## config.mk

```make
export PLATFORM = sky130hd
export DESIGN_NAME = gha_out_reg
export DESIGN_NICKNAME = d
export VERILOG_FILES = /design/src/hw/rtl/gha_pkg.sv /design/src/hw/rtl/gha_out_reg.sv
export SDC_FILE = /design/constraint.sdc
export NUM_CORES = 1
export LEC_CHECK = 0
export ABC_AREA = 1
export BUFFER_PORTS_ARGS = -buffer_cell sky130_fd_sc_hd__buf_2
export CAP_MARGIN = 20
export CORE_MARGIN = 1.5
export CORE_UTILIZATION = 41
export DETAILED_ROUTE_END_ITERATION = 6
export HOLD_SLACK_MARGIN = 0.08
export PLACE_DENSITY = 0.89
export SLEW_MARGIN = 15
export SYNTH_ARGS = -nofsm -noshare
export SYNTH_HDL_FRONTEND = slang
export SYNTH_SLANG_ARGS = --single-unit
```

## constraint.sdc

```tcl
create_clock -name clk -period 1.35 [get_ports clk]
set_input_delay 0.0675 -clock clk [delete_from_list [all_inputs] [get_ports clk]]
set_output_delay 0.0675 -clock clk [all_outputs]
set_load 0.01 [all_outputs]
```

## src/hw/rtl/gha_pkg.sv

```systemverilog
`timescale 1ns / 1ps
// ----------------------------------------------------------------------------
// gha_pkg
// Shared types and constants for the generational handle allocator.
// ----------------------------------------------------------------------------
package gha_pkg;

	localparam int INDEX_BITS   = 10;
	localparam int VERSION_BITS = 8;
	localparam int SLOT_COUNT   = 1 << INDEX_BITS;

	typedef logic [INDEX_BITS-1:0]   index_t;
	typedef logic [VERSION_BITS-1:0] version_t;

	// Reserved list terminator: never handed out
	localparam index_t NULL_INDEX = {INDEX_BITS{1'b1}};

	typedef enum logic [1:0] {
		OP_CREATE   = 2'd0,
		OP_RELEASE  = 2'd1,
		OP_VALIDATE = 2'd2,
		OP_NONE     = 2'd3
	} op_t;

	typedef enum logic [1:0] {
		ST_OK            = 2'd0,
		ST_FULL          = 2'd1,
		ST_NEVER_CREATED = 2'd2,
		ST_UNUSED        = 2'd3
	} status_t;

	typedef struct packed {
		op_t      operation;
		index_t   entity_index;
		version_t entity_version;
	} req_t;

	typedef struct packed {
		index_t   result_index;
		version_t result_version;
		logic     is_valid;
		status_t  status;
	} rsp_t;

	// One slot: next free index (or own index while live) plus version
	typedef struct packed {
		index_t   idx;
		version_t ver;
	} slot_t;

	// Write port of the slot table
	typedef struct packed {
		logic   en;
		index_t addr;
		slot_t  data;
	} slot_wr_t;

endpackage

```

## src/hw/rtl/gha_out_reg.sv

```systemverilog
`timescale 1ns / 1ps
// ----------------------------------------------------------------------------
// gha_out_reg
// Result register: holds one finished transaction until the consumer takes it.
// ----------------------------------------------------------------------------
module gha_out_reg (
	input  logic          clk,
	input  logic          arst_n,
	input  logic          load,
	input  gha_pkg::rsp_t data_in,
	output logic          ready,
	output logic          rsp_valid,
	input  logic          rsp_stall,
	output gha_pkg::rsp_t rsp
);
	import gha_pkg::*;

	logic rsp_valid_q;
	rsp_t rsp_q;

	assign ready     = !rsp_valid_q || !rsp_stall;
	assign rsp_valid = rsp_valid_q;
	assign rsp       = rsp_q;

	// Hold until taken, refill on load
	always_ff @(posedge clk or negedge arst_n) begin
		if (!arst_n) begin
			rsp_valid_q <= 1'b0;
		end else if (load) begin
			rsp_valid_q <= 1'b1;
		end else if (!rsp_stall) begin
			rsp_valid_q <= 1'b0;
		end
	end

	always_ff @(posedge clk) begin
		if (load) begin
			rsp_q <= data_in;
		end
	end

endmodule

```

==> implementation parameters <==
Parameter                              Value

CTS
  Root buffer cell ... sky130_fd_sc_hd__clkbuf_4
  Source-to-sink clock delay at the later pin of the worst-skew pair ... roughly 0.3 ns
  Clock transition at the registers of the reported paths ... 0.11 ns
  Number of setup buffers added after CTS ... 0
  Number of buffers between clock root and the deepest sink ... 2
  Cts bufs inserted ... 3
  CTS tree ... yes
  Number of gates resized after cts ... 0
  Clock sinks ... 22
  Total number of H-tree levels ... 1
  Hold-fix buffers at CTS ... 24

Power
  Largest vdd supply drop ... 833 uV
  Static leakage ... 0.527 nW
  Sw Pwr ... between 200 and 300 uW
  Cell internal power dissipation ... about 1.0 mW
  PnR Total Power ... 1.30 mW
  Comb pwr share ... 0.143
  Proportion of power drawn by flip-flops and latches ... 0.630
  Fraction of power spent switching nets ... 0.211
  Clock group share of total power ... 0.227
  Power per Cell Area ... 1090 nW/um^2

Job
  MaxCap Viol Count ... 0

GRT
  Global route overflow ... 0
  Gr usage total ... 0.161
  Antenna violations before repair ... 0
  Number of global-route vias before repair ... 493
  Global-route wire length before repair ... 2060 um
  Largest net degree at the start of global routing ... 23

Finish
  Area used by multi-input combinational logic ... 12.5 sq um
  Post-Route Utilization ... 0.783
  Share of layout cells above drive strength 1 ... 0.520
  P&R area growth vs syn ... 77.7%
  Final Instance Area ... 1190 sq um
  Seq. cell area ... ~660 sq um
  Filler instances ... just under 90
  Diodes inserted ... 0
  Final-stage net count ... 126

Timing
  Final clock period utilization by the worst path ... 0.742
  Slew at the pin closest to its max-slew limit ... 0.464 ns
  Number of pins with negative max-slew slack in the final report ... 0
  Final setup violation count ... 0
  Remaining max-slew budget at the tightest pin ... 0.691
  Crit path time final ... 1.00 ns
  Final Hold Viols ... 0
  TNS Setup ... 0 ns
  Clock skew ... 0 ns
  Maximum clock frequency ... 999 MHz
  RSZ-0062 raised after global routing ... no

Setup path
  Worst reg-to-reg path cell count ... 2
  Worst path most repeated cell ... sky130_fd_sc_hd__buf_2
  CP Class ... primary input to primary output
  Worst setup startpoint ... rsp_stall
  Setup slack, reg-to-reg ... 0.71 ns
  Crit path DAT ... between 0.9 and 1 ns
  Endpoint of the lowest-slack register-to-register path ... rsp_valid$_DFFE_PN0P_
  Peak fanout along the critical path ... 2
  Setup crit end kind ... primary output
  Crit path launch type ... primary input
  CP max-delay cell ... sky130_fd_sc_hd__dlygate4sd3_1
  FF-to-FF Start ... rsp_valid$_DFFE_PN0P_
  Chain of cells forming the critical path ... dlygate4sd3_1 > buf_2 > nand2_2 > buf_2
  Worst setup endpoint ... ready
  Crit path required time ... 1.28 ns
  Largest stage delay on the critical path ... approximately 0.53 ns

Synth
  Seq/Total Area, Yosys ... 0.976
  Count of yosys warnings during synthesis ... 0
  Mean instance size in the synthesized netlist ... 26.9 sq um
  Summed instance area of the synthesized netlist ... 672 sq um
  Cell count after synthesis ... 25
  Syn Nets ... 50
  Netlist cell types ... 4
  Share of the synthesized area in the top cell type ... 0.939
  Largest cells by area after synthesis ... sky130_fd_sc_hd__edfxtp_1, sky130_fd_sc_hd__dfrtp_1, sky130_fd_sc_hd__nand2_2
  Synthesized flop and latch total ... 22
  Synth area leader ... sky130_fd_sc_hd__edfxtp_1

Placed design
  Global placer's final weighted congestion ... 0.656
  Total cell area at the placement stage ... 927 sq um
  # port buffers ... 47

Drt
  Total wire length after detailed routing ... 1510 um
  DRT met1 WL ... approximately 600 um
  Number of design-rule violations left by the first detailed-router iteration ... 7
  Top layer in use ... met4
  Length of routed met3 wiring ... 115 um
  Vias after detailed routing ... 510
  Antenna violation net count after detailed routing ... 0
  Wire length on met2 ... between 700 and 800 um
  TritonRoute pass-1 iters ... 4
  Number of vias per cell ... 4.40
  DRC errors left ... 0
  Wire length per cell ... 13.0 um

Floorplanning
  Effective utilization at floorplan ... 0.441
  Count of standard-cell rows ... 14
  Total core area ... 1520 sq um
  Number of primary I/O pins ... 48
  Die area ... ~1900 sq um
  Floorplan die height ... 43.5 um
  Die Span X ... 43.5 um

Worst hold path
  Path class of the lowest-slack min-delay path ... primary input to flop

Status
  Status ... completed
==> Yosys cell counts <==
| cell type | count |
|---|---|
| sky130_fd_sc_hd__nand2_2 | 2 |
| sky130_fd_sc_hd__inv_1 | 1 |
| sky130_fd_sc_hd__edfxtp_1 | 21 |
| sky130_fd_sc_hd__dfrtp_1 | 1 |
==> placed cells by master, fill, tap and decap left out <==
cell,Yosys,final
sky130_fd_sc_hd__buf_2,0,47
sky130_fd_sc_hd__clkbuf_1,0,1
sky130_fd_sc_hd__clkbuf_4,0,3
sky130_fd_sc_hd__dfrtp_1,1,1
sky130_fd_sc_hd__dlygate4sd3_1,0,24
sky130_fd_sc_hd__edfxtp_1,21,21
sky130_fd_sc_hd__inv_1,1,1
sky130_fd_sc_hd__nand2_2,2,2
==> state kept, by name, summed over array words and instances, names as in the netlist <==
name / count
rsp: 21
rsp_valid: 1
==> worst max-delay path, delay by kind of cell <==
family / cells / cell delay (ns)
buffers and inverters: 3 / 0.78
and+or+nand+nor: 1 / 0.08
==> worst min path at each step <==
stage               depth (start not counted)                    end  startpoint
finish                                      1      rsp[18]$_DFFE_PP_        load
global placement                            1  rsp_valid$_DFFE_PN0P_      arst_n
global route                                1      rsp[13]$_DFFE_PP_        load
floorplan                                   0  rsp_valid$_DFFE_PN0P_      arst_n
CTS                                         3  rsp_valid$_DFFE_PN0P_        load
detailed placement                          1  rsp_valid$_DFFE_PN0P_      arst_n
==> cell type report <==
cell class | instances | share of cell area
clock buffer | 4 | 0.0220
inverter | 1 | 0.00314
multi-input combinational | 2 | 0.0105
sequential | 22 | 0.549
tap | 16 | 0.0168
timing repair buffer | 71 | 0.398
==> cells by family (layout without fill, tap and decap cells) <==
group,count (synthesis),after routing,share of synthesized area
DFF,22,22,0.976
and+or+nand+nor,2,2,0.0186
buffers and inverters,1,76,0.00558
==> layer usage <==
layer  track usage  vias up
met5             0        -
met4        0.0727        0
met3        0.0250        4
met2         0.304       38
met1         0.174      222
li1              -      246
==> power by group through the flow <==
stage	clock network (mW)	registers [mW]	logic (mW)
floorplan	0	0.866	0.00507
global placement	0	0.832	0.128
detailed placement	0	0.835	0.131
CTS	0.302	0.820	0.185
global route	0.319	0.823	0.198
finish	0.295	0.820	0.186
==> metrics by stage <==
step | setup slack (ns) | hold WS, ns | cells
detailed placement | 0.518 | -0.155 | 88
global route | 0.319 | 0.256 | 116
global placement | 0.551 | -0.157 | 88
finish | 0.349 | 0.246 | 116
floorplan | 0.687 | -0.228 | 25
CTS | 0.367 | 0.221 | 116
Note: power is estimated with default switching activity, not from simulation.
